## config.mk

```make
export PLATFORM = sky130hd
export DESIGN_NAME = two_class_priority_queue
export DESIGN_NICKNAME = d
export VERILOG_FILES = /design/src/rtl/core/tcpq_pkg.sv /design/src/rtl/core/two_class_priority_queue.sv /design/src/rtl/core/tcpq_ram.sv /design/src/rtl/core/tcpq_ctrl.sv /design/src/rtl/core/tcpq_dp.sv
export SDC_FILE = /design/constraint.sdc
export NUM_CORES = 1
export LEC_CHECK = 0
export ABC_AREA = 1
export BUFFER_PORTS_ARGS = -buffer_cell sky130_fd_sc_hd__buf_2
export CAP_MARGIN = 20
export CORE_MARGIN = 5
export CORE_UTILIZATION = 30
export DETAILED_ROUTE_END_ITERATION = 16
export PLACE_DENSITY = 0.47
export SLEW_MARGIN = 20
export SYNTH_ARGS = -nofsm -noshare
export SYNTH_HDL_FRONTEND = slang
export SYNTH_SLANG_ARGS = --single-unit
export TNS_END_PERCENT = 50
```

## constraint.sdc

```tcl
create_clock -name clk -period 5.16 [get_ports clk]
set_clock_uncertainty 0.2 [all_clocks]
set_input_delay 1.032 -clock clk [delete_from_list [all_inputs] [get_ports clk]]
set_output_delay 1.032 -clock clk [all_outputs]
set_load 0.01 [all_outputs]
```

## src/rtl/core/tcpq_pkg.sv

```systemverilog
package tcpq_pkg;

  localparam int UID_W    = 32;
  localparam int STATUS_W = 2;

  // request codes
  localparam logic FUNC_INSERT = 1'b0;
  localparam logic FUNC_REMOVE = 1'b1;

  // result status codes
  localparam logic [STATUS_W-1:0] STATUS_OK    = 2'd0;
  localparam logic [STATUS_W-1:0] STATUS_EMPTY = 2'd1;
  localparam logic [STATUS_W-1:0] STATUS_FULL  = 2'd2;

  // controller to datapath
  typedef struct packed {
    logic take;      // input beat accepted this cycle
    logic load_ram;  // capture the memory read data into the result register
  } cmd_t;

  // datapath to controller
  typedef struct packed {
    logic needs_read;  // current request is a remove that finds an entry
  } stat_t;

endpackage

```

## src/rtl/core/two_class_priority_queue.sv

```systemverilog
// Two-class priority queue of 32-bit process ids.
// Input channel: in_valid / in_stall with in_func (insert or remove), in_uid
// and in_urgent. A beat is taken on a clock edge with in_valid high and
// in_stall low. Each request gives exactly one result beat on out_valid /
// out_stall carrying out_status, out_out_valid, out_uid and out_urgent.
// Inserts go to the tail of the urgent or normal class; a remove returns the
// oldest urgent id, else the oldest normal id. A full class drops the insert
// with status full; a remove on an empty queue returns status empty.
// Timing: an insert or empty remove shows its result in the cycle after it is
// taken; a remove that finds an entry passes through the registered read port
// of the entry memory and then the result register.
// Throughput: one insert per cycle while the receiver keeps out_stall low. A
// remove that finds an entry takes no new beat during its memory read. A new
// beat is taken in the same cycle the previous result leaves.
// Reset (rst_n low at a clock edge) empties both classes; stored ids are not
// cleared. While a result waits with out_stall high, the result holds and
// in_stall stays high.
module two_class_priority_queue #(
  parameter int CLASS_DEPTH = 16
) (
  input  logic                              clk,
  input  logic                              rst_n,
  input  logic                              in_valid,
  output logic                              in_stall,
  input  logic                              in_func,
  input  logic signed [tcpq_pkg::UID_W-1:0] in_uid,
  input  logic                              in_urgent,
  output logic                              out_valid,
  input  logic                              out_stall,
  output logic [tcpq_pkg::STATUS_W-1:0]     out_status,
  output logic                              out_out_valid,
  output logic signed [tcpq_pkg::UID_W-1:0] out_uid,
  output logic                              out_urgent
);

  tcpq_pkg::cmd_t  cmd;
  tcpq_pkg::stat_t stat;

  tcpq_ctrl u_ctrl (
    .clk       (clk),
    .rst_n     (rst_n),
    .in_valid  (in_valid),
    .in_stall  (in_stall),
    .out_valid (out_valid),
    .out_stall (out_stall),
    .stat      (stat),
    .cmd       (cmd)
  );

  tcpq_dp #(
    .CLASS_DEPTH (CLASS_DEPTH)
  ) u_dp (
    .clk           (clk),
    .rst_n         (rst_n),
    .cmd           (cmd),
    .stat          (stat),
    .in_func       (in_func),
    .in_uid        (in_uid),
    .in_urgent     (in_urgent),
    .out_status    (out_status),
    .out_out_valid (out_out_valid),
    .out_uid       (out_uid),
    .out_urgent    (out_urgent)
  );

endmodule

```

## src/rtl/core/tcpq_ram.sv

```systemverilog
module tcpq_ram #(
  parameter int WIDTH = 32,
  parameter int DEPTH = 32
) (
  input  logic                     clk,
  input  logic                     wr_en,
  input  logic [$clog2(DEPTH)-1:0] wr_addr,
  input  logic [WIDTH-1:0]         wr_data,
  input  logic                     rd_en,
  input  logic [$clog2(DEPTH)-1:0] rd_addr,
  output logic [WIDTH-1:0]         rd_data
);

  logic [WIDTH-1:0] mem [DEPTH];
  logic [WIDTH-1:0] rd_data_r;

  // write port and registered read port
  always_ff @(posedge clk) begin
    if (wr_en) begin
      mem[wr_addr] <= wr_data;
    end
    if (rd_en) begin
      rd_data_r <= mem[rd_addr];
    end
  end

  assign rd_data = rd_data_r;

endmodule

```

## src/rtl/core/tcpq_ctrl.sv

```systemverilog
module tcpq_ctrl (
  input  logic                  clk,
  input  logic                  rst_n,
  input  logic                  in_valid,
  output logic                  in_stall,
  output logic                  out_valid,
  input  logic                  out_stall,
  input  tcpq_pkg::stat_t       stat,
  output tcpq_pkg::cmd_t        cmd
);

  typedef enum logic [1:0] {
    ST_IDLE,
    ST_READ,
    ST_RESULT
  } state_t;

  state_t state_r;
  state_t state_nxt;
  logic   in_ready;
  logic   take;

  // accept when empty, or when the waiting result leaves in this cycle
  assign in_ready  = (state_r == ST_IDLE) || ((state_r == ST_RESULT) && !out_stall);
  assign in_stall  = !in_ready;
  assign take      = in_valid && in_ready;
  assign out_valid = (state_r == ST_RESULT);

  assign cmd.take     = take;
  assign cmd.load_ram = (state_r == ST_READ);

  // next state
  always_comb begin
    state_nxt = state_r;
    unique case (state_r)
      ST_IDLE: begin
        if (take) begin
          state_nxt = stat.needs_read ? ST_READ : ST_RESULT;
        end
      end
      ST_READ: begin
        state_nxt = ST_RESULT;
      end
      ST_RESULT: begin
        if (take) begin
          state_nxt = stat.needs_read ? ST_READ : ST_RESULT;
        end else if (!out_stall) begin
          state_nxt = ST_IDLE;
        end
      end
      default: state_nxt = ST_IDLE;
    endcase
  end

  // hold state
  always_ff @(posedge clk) begin
    if (!rst_n) begin
      state_r <= ST_IDLE;
    end else begin
      state_r <= state_nxt;
    end
  end

  a_read_follows_take: assert property (@(posedge clk) disable iff (!rst_n)
    (state_r == ST_READ) |-> $past(take && stat.needs_read))
    else $error("memory read state entered without a remove that finds an entry");

  a_read_then_result: assert property (@(posedge clk) disable iff (!rst_n)
    (state_r == ST_READ) |=> (state_r == ST_RESULT))
    else $error("read data not presented in the cycle after the read");

  a_no_take_while_reading: assert property (@(posedge clk) disable iff (!rst_n)
    (state_r == ST_READ) |-> !take)
    else $error("input beat taken while a memory read is pending");

endmodule

```

## src/rtl/core/tcpq_dp.sv

```systemverilog
module tcpq_dp #(
  parameter int CLASS_DEPTH = 16
) (
  input  logic                              clk,
  input  logic                              rst_n,
  input  tcpq_pkg::cmd_t                    cmd,
  output tcpq_pkg::stat_t                   stat,
  input  logic                              in_func,
  input  logic signed [tcpq_pkg::UID_W-1:0] in_uid,
  input  logic                              in_urgent,
  output logic [tcpq_pkg::STATUS_W-1:0]     out_status,
  output logic                              out_out_valid,
  output logic signed [tcpq_pkg::UID_W-1:0] out_uid,
  output logic                              out_urgent
);

  localparam int PW    = (CLASS_DEPTH > 1) ? $clog2(CLASS_DEPTH) : 1;
  localparam int CW    = $clog2(CLASS_DEPTH + 1);
  localparam int DEPTH = 2 * CLASS_DEPTH;
  localparam int AW    = $clog2(DEPTH);

  logic [PW-1:0] urg_head_r, urg_head_nxt, urg_tail_r, urg_tail_nxt;
  logic [PW-1:0] nrm_head_r, nrm_head_nxt, nrm_tail_r, nrm_tail_nxt;
  logic [CW-1:0] urg_cnt_r, urg_cnt_nxt, nrm_cnt_r, nrm_cnt_nxt;

  logic urg_full, nrm_full, urg_empty, nrm_empty;
  logic is_insert, is_remove;
  logic do_ins_urg, do_ins_nrm, do_rem_urg, do_rem_nrm;

  logic                       ram_we, ram_re;
  logic [AW-1:0]              ram_waddr, ram_raddr;
  logic [tcpq_pkg::UID_W-1:0] ram_rdata;

  logic [tcpq_pkg::STATUS_W-1:0] status_r, status_nxt;
  logic                          vld_r, vld_nxt;
  logic [tcpq_pkg::UID_W-1:0]    uid_r, uid_nxt;
  logic                          urg_r, urg_nxt;
  logic                          sel_urg_r, sel_urg_nxt;

  function automatic logic [PW-1:0] next_slot(input logic [PW-1:0] p);
    return (p == PW'(CLASS_DEPTH - 1)) ? '0 : p + PW'(1);
  endfunction

  function automatic logic [AW-1:0] slot_addr(input logic urg, input logic [PW-1:0] p);
    return AW'(p) + (urg ? AW'(0) : AW'(CLASS_DEPTH));
  endfunction

  // class occupancy flags
  assign urg_full  = (urg_cnt_r == CW'(CLASS_DEPTH));
  assign nrm_full  = (nrm_cnt_r == CW'(CLASS_DEPTH));
  assign urg_empty = (urg_cnt_r == '0);
  assign nrm_empty = (nrm_cnt_r == '0);

  // decode the request
  assign is_insert  = (in_func == tcpq_pkg::FUNC_INSERT);
  assign is_remove  = (in_func == tcpq_pkg::FUNC_REMOVE);
  assign do_ins_urg = cmd.take && is_insert && in_urgent && !urg_full;
  assign do_ins_nrm = cmd.take && is_insert && !in_urgent && !nrm_full;
  assign do_rem_urg = cmd.take && is_remove && !urg_empty;
  assign do_rem_nrm = cmd.take && is_remove && urg_empty && !nrm_empty;

  assign stat.needs_read = is_remove && !(urg_empty && nrm_empty);

  // memory ports
  assign ram_we    = do_ins_urg || do_ins_nrm;
  assign ram_waddr = in_urgent ? slot_addr(1'b1, urg_tail_r) : slot_addr(1'b0, nrm_tail_r);
  assign ram_re    = do_rem_urg || do_rem_nrm;
  assign ram_raddr = urg_empty ? slot_addr(1'b0, nrm_head_r) : slot_addr(1'b1, urg_head_r);

  tcpq_ram #(
    .WIDTH (tcpq_pkg::UID_W),
    .DEPTH (DEPTH)
  ) u_ram (
    .clk     (clk),
    .wr_en   (ram_we),
    .wr_addr (ram_waddr),
    .wr_data (in_uid),
    .rd_en   (ram_re),
    .rd_addr (ram_raddr),
    .rd_data (ram_rdata)
  );

  // advance pointers and counts
  always_comb begin
    urg_head_nxt = urg_head_r;
    urg_tail_nxt = urg_tail_r;
    urg_cnt_nxt  = urg_cnt_r;
    nrm_head_nxt = nrm_head_r;
    nrm_tail_nxt = nrm_tail_r;
    nrm_cnt_nxt  = nrm_cnt_r;
    if (do_ins_urg) begin
      urg_tail_nxt = next_slot(urg_tail_r);
      urg_cnt_nxt  = urg_cnt_r + CW'(1);
    end
    if (do_ins_nrm) begin
      nrm_tail_nxt = next_slot(nrm_tail_r);
      nrm_cnt_nxt  = nrm_cnt_r + CW'(1);
    end
    if (do_rem_urg) begin
      urg_head_nxt = next_slot(urg_head_r);
      urg_cnt_nxt  = urg_cnt_r - CW'(1);
    end
    if (do_rem_nrm) begin
      nrm_head_nxt = next_slot(nrm_head_r);
      nrm_cnt_nxt  = nrm_cnt_r - CW'(1);
    end
  end

  // build the result beat
  always_comb begin
    status_nxt  = status_r;
    vld_nxt     = vld_r;
    uid_nxt     = uid_r;
    urg_nxt     = urg_r;
    sel_urg_nxt = sel_urg_r;
    if (cmd.load_ram) begin
      status_nxt = tcpq_pkg::STATUS_OK;
      vld_nxt    = 1'b1;
      uid_nxt    = ram_rdata;
      urg_nxt    = sel_urg_r;
    end else if (cmd.take) begin
      vld_nxt     = 1'b0;
      uid_nxt     = '0;
      urg_nxt     = 1'b0;
      sel_urg_nxt = !urg_empty;
      if (is_insert) begin
        status_nxt = (in_urgent ? urg_full : nrm_full) ? tcpq_pkg::STATUS_FULL
                                                       : tcpq_pkg::STATUS_OK;
      end else begin
        status_nxt = stat.needs_read ? tcpq_pkg::STATUS_OK : tcpq_pkg::STATUS_EMPTY;
      end
    end
  end

  // hold control state
  always_ff @(posedge clk) begin
    if (!rst_n) begin
      urg_head_r <= '0;
      urg_tail_r <= '0;
      urg_cnt_r  <= '0;
      nrm_head_r <= '0;
      nrm_tail_r <= '0;
      nrm_cnt_r  <= '0;
    end else begin
      urg_head_r <= urg_head_nxt;
      urg_tail_r <= urg_tail_nxt;
      urg_cnt_r  <= urg_cnt_nxt;
      nrm_head_r <= nrm_head_nxt;
      nrm_tail_r <= nrm_tail_nxt;
      nrm_cnt_r  <= nrm_cnt_nxt;
    end
  end

  // hold the result payload
  always_ff @(posedge clk) begin
    status_r  <= status_nxt;
    vld_r     <= vld_nxt;
    uid_r     <= uid_nxt;
    urg_r     <= urg_nxt;
    sel_urg_r <= sel_urg_nxt;
  end

  assign out_status    = status_r;
  assign out_out_valid = vld_r;
  assign out_uid       = uid_r;
  assign out_urgent    = urg_r;

  a_cnt_bound: assert property (@(posedge clk) disable iff (!rst_n)
    (urg_cnt_r <= CW'(CLASS_DEPTH)) && (nrm_cnt_r <= CW'(CLASS_DEPTH)))
    else $error("class occupancy above its depth");

  a_urg_first: assert property (@(posedge clk) disable iff (!rst_n)
    do_rem_nrm |-> urg_empty)
    else $error("normal entry removed while an urgent entry waits");

  a_urg_rem_count: assert property (@(posedge clk) disable iff (!rst_n)
    do_rem_urg |=> (urg_cnt_r == $past(urg_cnt_r) - CW'(1)))
    else $error("urgent count not reduced after an urgent remove");

  a_load_marks_class: assert property (@(posedge clk) disable iff (!rst_n)
    cmd.load_ram |=> (vld_r && (urg_r == $past(sel_urg_r))))
    else $error("removed entry delivered with the wrong class");

endmodule
```

Yosys cells after proc, flatten, opt, wreduce, memory -nomap -nowiden --
Memory sizes are Yosys's and may differ from the RTL's. A register that Yosys moved wholly into a read port is not among the register bits. Index checks and enable logic that the tools add are counted.
Storage, ports and cells: register bits 65, memory bits (writable) 1024, input port bits 38, output and inout bits 38, word-level logic and storage cells 92, memories kept 1
Memories:
- u_dp.u_ram.mem | depth 32, bits a word 32, read ports 1, clocked after memory_dff 1, wr ports 1, RTL line tcpq_ram.sv:14 | logic [WIDTH-1:0] mem [DEPTH];
Cells by class: add/subtract/negate cells 10, eq/ne operators 10, multiplexer cells 25, bitwise logic cells 2, reduce and logical (&&, ||, !) cells 32
Operators with widths (count):
- $mux 32 | 2
- $mux 5 | 6
- $add 4x1->4 const B | 4
- $eq 4x4->1 const B | 4
- $mux 4 | 4
- $logic_and 1x1->1 | 13
- $mux 2 | 6
- $add 4x5->5 const B | 2
- $add 5x1->5 const B | 2
- $eq 5x5->1 const B | 2
- $logic_not 5->1 | 2
- $sub 5x1->5 const B | 2
- $logic_not 1->1 | 8
- $mux 1 | 6
- $pmux 2 s3 | 1
- $reduce_bool 2->1 | 3
- $reduce_and 2->1 | 2
- $logic_or 1x1->1 | 3
- $ne 3x2->1 const B | 1
- $eq 2x1->1 const B | 1
- $eq 2x2->1 const B | 1
- $logic_not 2->1 | 1
- $ne 2x1->1 const B | 1
- $not 1->1 | 2

Longest topological paths before layout --
Gate-level depths: netlist of run 1.
word-level depth 10, mapped depth 16, mapped depth without buffers 15

Modules after synthesis --
From an unflattened synthesis of run 1, not the netlist that was laid out.
Second synthesis, totals: cell total of the unflattened synthesis 3899, area, all modules 45881.5 um^2
By module, submodules not included:
- tcpq_ram | instances 1, cells each 3536, area each 42726.0 um^2, seq. area each 31710.4 um^2
- tcpq_dp | instances 1, cells each 345, area each 3040.4 um^2, seq. area each 1601.5 um^2
- tcpq_ctrl | instances 1, cells each 18, area each 115.1 um^2, seq. area each 40.0 um^2

Worst setup path before layout of run 1 --
Ideal clock, no wire load.
kind input-to-reg, from input out_stall, to memory u_dp.u_ram.mem[0][0], enable pin, setup time 0.421 ns, data arrival time 3.537 ns, required time 4.539 ns, setup slack 1.002 ns, cell stages on the path 9, buffers on the path 0, path through nand2_1 nand3_1 inv_1 nand2_1 nor2_1 inv_1 nand2_1 nand3_1 nor2_1
On the way: cells in the longest elaborated chain, start to end 10, elaborated cells between the ends (all ways) 12, classes of those cells mux: 2; reduce/logical: 10
RTL lines:
- from (decl) | RTL line two_class_priority_queue.sv:29 | input logic out_stall,
- $logic_not 1->1 * | RTL line tcpq_ctrl.sv:24 | assign in_ready = (state_r == ST_IDLE) || ((state_r == ST_RESULT) && !out_stall);
- $logic_and 1x1->1 * | RTL line tcpq_ctrl.sv:24
- $logic_or 1x1->1 * | RTL line tcpq_ctrl.sv:24
- $logic_and 1x1->1 * | RTL line tcpq_ctrl.sv:26 | assign take = in_valid && in_ready;
- $logic_and 1x1->1 * | RTL line tcpq_dp.sv:57, tcpq_dp.sv:58
- $logic_and 1x1->1 (on tied branches) (2 in series) | RTL line tcpq_dp.sv:57, tcpq_dp.sv:58
- $logic_or 1x1->1 * | RTL line tcpq_dp.sv:65 | assign ram_we = do_ins_urg || do_ins_nrm;
- $mux 1 * | RTL line tcpq_ram.sv:19 | if (wr_en) begin
- $mux 1 (implied by the code) * | RTL line tcpq_ram.sv:20 | mem[wr_addr] <= wr_data;
- to (decl) | RTL line tcpq_ram.sv:14
Every way passes the cells marked *; elsewhere a longest branch is shown, timed or not.

Final worst setup path of run 1 --
from register u_dp.urg_cnt_r[2], to register u_dp.u_ram.rd_data_r[20] (netlist: u_dp.u_ram.rd_data[20]) (read register of u_dp.u_ram.mem) (data pin)
On the way: cells in the longest elaborated chain, start to end 4, elaborated cells between the ends (all ways) 7, classes of those cells mux: 1; reduce/logical: 6
RTL lines:
- from (decl) | RTL line tcpq_dp.sv:24 | logic [CW-1:0] urg_cnt_r, urg_cnt_nxt, nrm_cnt_r, nrm_cnt_nxt;
- from (signal assigned) | RTL line tcpq_dp.sv:147 | urg_cnt_r <= urg_cnt_nxt;
- $logic_not 5->1 * | RTL line tcpq_dp.sv:51 | assign urg_empty = (urg_cnt_r == '0);
- $logic_not 1->1 or $logic_and 1x1->1 (tied branches) | RTL line tcpq_dp.sv:59, tcpq_dp.sv:60
- $logic_and 1x1->1 (on tied branches) | RTL line tcpq_dp.sv:59, tcpq_dp.sv:60
- $logic_or 1x1->1 | RTL line tcpq_dp.sv:67 | assign ram_re = do_rem_urg || do_rem_nrm;
- to (decl) | RTL line tcpq_ram.sv:15 | logic [WIDTH-1:0] rd_data_r;
Marks and branches as above. A chain may end at the register's enable or synchronous reset.

==> results of run 1 <==
-- logic make-up after synthesis --
group,count (synthesis),synth area share
fa+ha+maj,10,0.00282
compound gates,179,0.0231
buf+inv,686,0.0617
flops,1121,0.710
simple gates,2333,0.201
xor+xnor,5,0.000932
-- cell usage after synthesis --
library cell / number / area (um^2)
o31ai_1: 1 / 7.51
edfxtp_1: 1090 / 32700
nand3_2: 1 / 10.0
a32o_1: 1 / 10.0
buf_2: 43 / 215
xor2_1: 3 / 26.3
nand3_1: 535 / 2680
o21bai_1: 2 / 15.0
or2_2: 1 / 6.26
nor2_2: 1 / 6.26
fa_1: 1 / 20.0
o21ai_1: 27 / 135
buf_8: 1 / 15.0
clkbuf_1: 93 / 349
o21ai_2: 1 / 8.76
o21ai_0: 60 / 300
buf_4: 47 / 353
xnor2_1: 2 / 17.5
dfxtp_1: 31 / 621
o211ai_1: 65 / 488
nor2_4: 1 / 11.3
a21o_1: 2 / 15.0
a31oi_1: 1 / 6.26
inv_2: 2 / 7.51
nor2_1: 96 / 360
buf_6: 11 / 124
nand4_1: 4 / 25.0
a41oi_1: 1 / 8.76
nand2_1: 1688 / 6340
ha_1: 9 / 113
inv_1: 461 / 1730
nor3_1: 6 / 30.0
buf_1: 28 / 105
a21oi_1: 18 / 90.1
-- critical path, cell delays in order, from the launching register on --
cell     delay, ns
dfxtp_1       0.33
nor2_1        0.17
nand3_2       0.55
nand2_1       0.32
nand2_4       0.22
inv_8         0.37
buf_4         0.47
nand2_1       0.11
nand3_1       0.09
nand3_1       0.10
nand3_1       0.26
nand2_1       0.09
nand2_1       0.06
nand2_1       0.11
-- final cells by class --
type,count,area share
tap,2058,0.0478
clock buffer,161,0.0608
clock inverter,62,0.00820
inverter,463,0.0327
multi-input combinational,2527,0.205
sequential,1121,0.620
timing repair buffer,179,0.0264
antenna,1,0.0000465
-- cell usage in the layout, fill, tap and decap left out, types with 3 or more instances in the layout --
master / n
nand2_1: 1685
edfxtp_1: 1090
nand3_1: 535
inv_1: 459
clkbuf_16: 123
buf_4: 83
buf_2: 75
o211ai_1: 65
nor2_1: 63
o21ai_0: 58
nor2_4: 34
clkbuf_1: 33
dfxtp_1: 31
clkinv_1: 28
o21ai_1: 27
buf_12: 21
clkinv_2: 19
a21oi_1: 18
ha_1: 9
nor3_1: 6
inv_6: 5
clkbuf_8: 5
nand4_1: 4
bufinv_16: 4
o21ai_4: 3
xor2_1: 3
clkinv_4: 3
-- flip-flops by register name, indices dropped and copies added (netlist names), 5 cells and up --
name	count
u_dp.u_ram.mem	1024
u_dp.out_uid	32
u_dp.u_ram.rd_data	32
u_dp.nrm_cnt_r	5
u_dp.urg_cnt_r	5
-- power by group through the flow --
stage	sequential (mW)	combinational (mW)	clock (mW)
global route	10.3	3.16	8.81
floorplan	10.4	1.77	0
detailed placement	10.5	2.86	0
finish	10.3	2.81	8.20
global placement	10.5	2.86	0
CTS	10.3	2.87	8.43
-- per-layer routing --
metal  up-vias  routed length (um)
met5         -                   0
met1     14787               61600
li1      14576                   -
met2       655               62800
met4         0                3810
met3       189                6520
-- worst max-delay path by stage --
stage | to | start | cells after the start
after floorplan | u_dp.u_ram.mem[0][0]$_DFFE_PP_ | out_stall | 9
after global placement | u_dp.u_ram.mem[10][19]$_DFFE_PP_ | out_stall | 11
after detailed placement | u_dp.u_ram.mem[10][19]$_DFFE_PP_ | out_stall | 11
after CTS | u_dp.u_ram.rd_data[17]$_DFFE_PP_ | u_dp.urg_cnt_r[0]$_SDFFE_PN0P_ | 14
after global routing | u_dp.u_ram.rd_data[12]$_DFFE_PP_ | u_dp.urg_cnt_r[2]$_SDFFE_PN0P_ | 14
final | u_dp.u_ram.rd_data[20]$_DFFE_PP_ | u_dp.urg_cnt_r[2]$_SDFFE_PN0P_ | 13
==> results.yml, run 1 <==
routing:
  via_per_inst: 4.60
  ant_nets: 0
  drtIter0Drc: 2401
  dr.pass1.iters: 7
  drt_wl_total_mm: 135
  drc: 0
  via_count: 30207
  routedWlPerCell_um: 20.5
run_status:
  status: "completed"
floorplanning:
  core_mm2: 0.156
  row_count: 145
  die_y_um: 406
  io_pins: 76
  initial_core_util: 0.301
  die_area_mm2: 0.165
  die_w_um: 406
layout:
  multi_input_area_mm2: 0.0110
  area_growth_pct: 14.6
  layout.nets: 4461
  layout.cells.non_filler: 6572
  fin_area_mm2: 0.0538
  nFillCells: 15572
  postLayoutCoreUtil: 0.345
  drive_gt1_frac: 0.0860
  final-seq-area_mm2: 0.0334
pwr:
  leakagePower_nw: 21.0
  p_seq_frac: 0.482
  p_sw_mw: 5.74
  clock_power_share: 0.385
  total_power_mw: 21.3
  switching_share: 0.270
  p_int_mw: 15.5
  combinationalPowerShare: 0.132
  peakVddDrop_mv: 0.303
  p_per_area_mw_per_mm2: 395
placement:
  routabilityCongestion: 0.762
  dp_cells: 6348
  placed_area_mm2: 0.0501
  dp_hpwl_mm: 75.1
  pre_cts_ws_ns: 0.750
  io_buffers: 75
global_routing:
  grt_pass1_wl_mm: 199
  grt_max_degree: 120
  grtUsageMet3: 0.0270
  top_usage_layer: "met2"
  antenna_found_initial: 7
  grt_pass1_vias: 29330
  use_met2: 0.266
  grt_usage: 0.163
  overflow: 0
  use_met1: 0.222
worst_setup_path:
  crit_path_end_kind: "register"
  crit_type: "reg -> reg"
  critPathRequiredTime_ns: 5.41
  r2r_slack_ns: 1.34
  rr_startpoint: "u_dp.urg_cnt_r[2]$_SDFFE_PN0P_"
  startpoint_type: "register"
  r2r-end: "u_dp.u_ram.rd_data[20]$_DFFE_PP_"
  crit_arrival_ns: 4.07
  cp_max_fo: 58
  reg2reg_depth: 13
timing:
  holdWs_ns: 0.253
  finalSetupTns_ns: 0
  rsz0062_at_grt: "no"
  hold_violations: 0
  min_period_ns: 3.82
  slew_violations: 0
  setup_viol: 0
  fmax_mhz: 262
  relSlewSlack: 0.330
  setup_ws_ns: 1.34
  period_share: 0.740
  worst_pin_slew_ns: 1.00
min_path:
  hold_path_class: "reg -> reg"
  holdPathStages: 2
  min_to: "u_dp.out_out_valid$_SDFFE_PP1N_"
  hold_start: "u_dp.out_out_valid$_SDFFE_PP1N_"
synth:
  synthDistinctLibCells: 34
  avgSynthCellArea_um2: 10.8
  synth_area_mm2: 0.0470
  synth.ff_latch_count: 1121
  yosysWarningCount: 0
  syn-num-nets: 4382
  syn_inst: 4334
  ys_seq_area_frac: 0.710
run:
  drv_cap: 0
clocking:
  postCtsSetupRepairBufs: 0
  htree_levels: 3
  cts_resized: 0
  numCtsBuffers: 121
  clk_latency_ns: 0.74
  root_buffer: "clkbuf_16"
  clock-sinks: 1121
  cts.path.max_buffers: 3
  tritoncts: "yes"
  hold_buffers: 0
  path_clk_slew_ns: 0.06
No activity file was read; power rests on OpenSTA's default activity.
==> run 2, diff against run 1 <==
--- a/config.mk
+++ b/config.mk
@@ -5,7 +5,7 @@
 export SDC_FILE = /design/constraint.sdc
 export NUM_CORES = 1
 export LEC_CHECK = 0
-export ABC_AREA = 1
+export ABC_AREA = 0
 export BUFFER_PORTS_ARGS = -buffer_cell sky130_fd_sc_hd__buf_2
 export CAP_MARGIN = 20
 export CORE_MARGIN = 5
==> constraint.sdc (replaced) <==
create_clock -name clk -period 3.8 [get_ports clk]
set_clock_uncertainty 0.2 [all_clocks]
set_input_delay 0.76 -clock clk [delete_from_list [all_inputs] [get_ports clk]]
set_output_delay 0.76 -clock clk [all_outputs]
set_load 0.01 [all_outputs]
==> run 2 against run 1 <==
Total power is 25% higher; final cell count is 33% lower; setup slack worse by 0.96 ns; global-route usage fell by 1.5 points; register-to-register slack lost 0.96 ns; worst hold slack lost 0.12 ns; synthesized cell count fell by 48%; critical endpoint is now u_dp.u_ram.rd_data[0]$_DFFE_PP_.
==> results.yml, run 2 <==
run_status:
  status: "completed"
synth:
  ys_top_cells_by_count: "1090 x edfxtp_1, 199 x mux2i_1, 110 x mux4_2"
  synth_top_cells_by_area: "edfxtp_1 75%, mux4_2 5.7%, mux2i_1 4.6%"
  synth_top_area_share: 0.754
  ys_seq_area_frac: 0.768
  synth-edff-count: 1090
  synth.ff_latch_count: 1121
  synth_flop_cell: "edfxtp_1"
  yosysWarningCount: 0
  synth_area_mm2: 0.0434
  ys_async_sr_fraction: 0
  avgSynthCellArea_um2: 19.3
  syn-num-nets: 2303
  synth_most_common_cell: "edfxtp_1"
  synth.largest_area_cell: "edfxtp_1"
  syn_inst: 2255
  synthDistinctLibCells: 67
clocking:
  postCtsSetupRepairBufs: 0
  cts.path.max_buffers: 3
  clock-sinks: 1121
  htree_levels: 3
  root_buffer: "clkbuf_16"
  tritoncts: "yes"
  hold_buffers: 0
  clk_latency_ns: 0.71
  cts_resized: 0
  numCtsBuffers: 114
  path_clk_slew_ns: 0.07
global_routing:
  overflow: 0
  grt_pass1_wl_mm: 165
  grt_usage: 0.148
  grt_max_degree: 66
  antenna_found_initial: 8
  grt_pass1_vias: 22473
routing:
  via_count: 22165
  routedWlPerCell_um: 26.0
  drt_wl_total_mm: 115
  ant_nets: 0
  dr.pass1.iters: 7
  via_per_inst: 5.00
  drtIter0Drc: 1764
  drc: 0
timing:
  setup_viol: 0
  min_period_ns: 3.42
  finalSetupTns_ns: 0
  slew_violations: 0
  relSlewSlack: 0.303
  hold_violations: 0
  fmax_mhz: 292
  period_share: 0.900
  rsz0062_at_grt: "no"
  setup_ws_ns: 0.378
  worst_pin_slew_ns: 1.05
min_path:
  hold_path_class: "in -> reg"
  holdPathStages: 2
  min_to: "u_dp.out_status[1]$_SDFFE_PP0N_"
  hold_start: "in_func"
pwr:
  combinationalPowerShare: 0.057
  p_seq_frac: 0.519
  p_sw_mw: 5.85
  peakVddDrop_mv: 0.350
  p_int_mw: 20.8
  leakagePower_nw: 15.4
  p_per_area_mw_per_mm2: 526
  clock_power_share: 0.424
  switching_share: 0.220
worst_setup_path:
  r2r-end: "u_dp.u_ram.rd_data[0]$_DFFE_PP_"
  crit_path_start: "u_dp.urg_cnt_r[1]$_SDFFE_PN0P_"
  rr_startpoint: "u_dp.urg_cnt_r[1]$_SDFFE_PN0P_"
  crit_path_end_kind: "register"
  reg2reg_depth: 7
  crit_type: "reg -> reg"
  r2r_slack_ns: 0.38
  startpoint_type: "register"
  cp_max_fo: 13
  crit_arrival_ns: 3.66
  critPathRequiredTime_ns: 4.04
placement:
  pre_cts_ws_ns: 0.406
  placed_area_mm2: 0.0469
  routabilityCongestion: 0.796
  dp_hpwl_mm: 72.7
  io_buffers: 75
layout:
  largest_register: "u_dp.u_ram.mem"
  area_growth_pct: 16.6
  nFillCells: 13453
  largest_register_ffs: 1024
  mostFrequentLayoutCells: "1090 x edfxtp_1, 199 x mux2i_1, 116 x clkbuf_16"
  fin_area_mm2: 0.0506
  final_common_cell: "edfxtp_1"
  drive_gt1_frac: 0.242
  layout.nets: 2481
  multi_input_area_mm2: 0.00959
  final-seq-area_mm2: 0.0334
floorplanning:
  die_w_um: 390
  die_y_um: 390
  initial_core_util: 0.302
  die_area_mm2: 0.152
  io_pins: 76
  core_mm2: 0.144
  row_count: 139
run:
  drv_cap: 0
-- run 2: cell count changes after synthesis, sizes merged, moves of 79 or more --
cell,change
nand2,-1662
mux2,+79
mux2i,+199
inv,-450
mux4,+110
nand3,-517
-- run 2: final cells by class --
type                       count  share of cell area
clock buffer                 148              0.0611
multi-input combinational    994               0.189
sequential                  1121               0.659
inverter                      13            0.000964
tap                         1903              0.0470
antenna                        2           0.0000989
timing repair buffer         189              0.0290
clock inverter                64              0.0131
-- run 2: layer usage --
metal | GRT usage | routed length (um) | vias up
met3 | 0.0337 | 7570 | 140
met5 | 0 | 35 | -
met2 | 0.230 | 52800 | 644
li1 | - | - | 9634
met1 | 0.211 | 52400 | 11739
met4 | 0.0374 | 2270 | 8
-- run 2: cell families after synthesis --
| logic type | count (synthesis) | share of synthesized area |
|---|---|---|
| AOI/OAI and AO/OA | 322 | 0.0549 |
| buffers and inverters | 140 | 0.0175 |
| xor gates and xnor gates | 8 | 0.00161 |
| DFF | 1121 | 0.768 |
| adders and majority gates | 10 | 0.00305 |
| muxes | 388 | 0.123 |
| and+or+nand+nor | 266 | 0.0313 |
-- run 2: through the flow --
| step | hold WS (ns) | total power, mW | utilization | instances |
|---|---|---|---|---|
| 4_1_cts | 0.0835 | 26.9 | 0.352 | 4432 |
| 3_5_place_dp | 0.270 | 15.6 | 0.326 | 4220 |
| 3_3_place_gp | 0.248 | 15.6 | 0.326 | 4220 |
| 5_1_grt | 0.132 | 27.5 | 0.352 | 4432 |
| 6_report | 0.138 | 26.6 | 0.352 | 4434 |
| 2_1_floorplan | 0.283 | 14.8 | - | 2255 |
-- run 2: worst max path at each step --
stage	to	slack, ns	cells after the start
after CTS	u_dp.u_ram.rd_data[0]$_DFFE_PP_	0.38	7
after global placement	u_dp.u_ram.rd_data[0]$_DFFE_PP_	0.49	7
after global routing	u_dp.u_ram.rd_data[0]$_DFFE_PP_	0.26	6
after detailed placement	u_dp.u_ram.rd_data[0]$_DFFE_PP_	0.41	7
after floorplan	u_dp.u_ram.mem[0][0]$_DFFE_PP_	0.07	5
final	u_dp.u_ram.rd_data[0]$_DFFE_PP_	0.38	7
-- run 2: power groups by stage --
stage	combinational, mW	clock [mW]	sequential, mW
2_1_floorplan	0.722	0	14.1
3_3_place_gp	1.49	0	14.1
3_5_place_dp	1.52	0	14.1
4_1_cts	1.53	11.6	13.8
5_1_grt	1.61	12.1	13.8
6_report	1.51	11.3	13.8
-- run 2: critical path: stages, from the launching register on --
cell and delay [ns]:
dfxtp_1 0.39, nor3_4 0.41, and2_2 0.35, inv_2 0.18
nand2_1 0.54, buf_4 0.35, o22ai_1 0.21, a2111oi_1 0.51
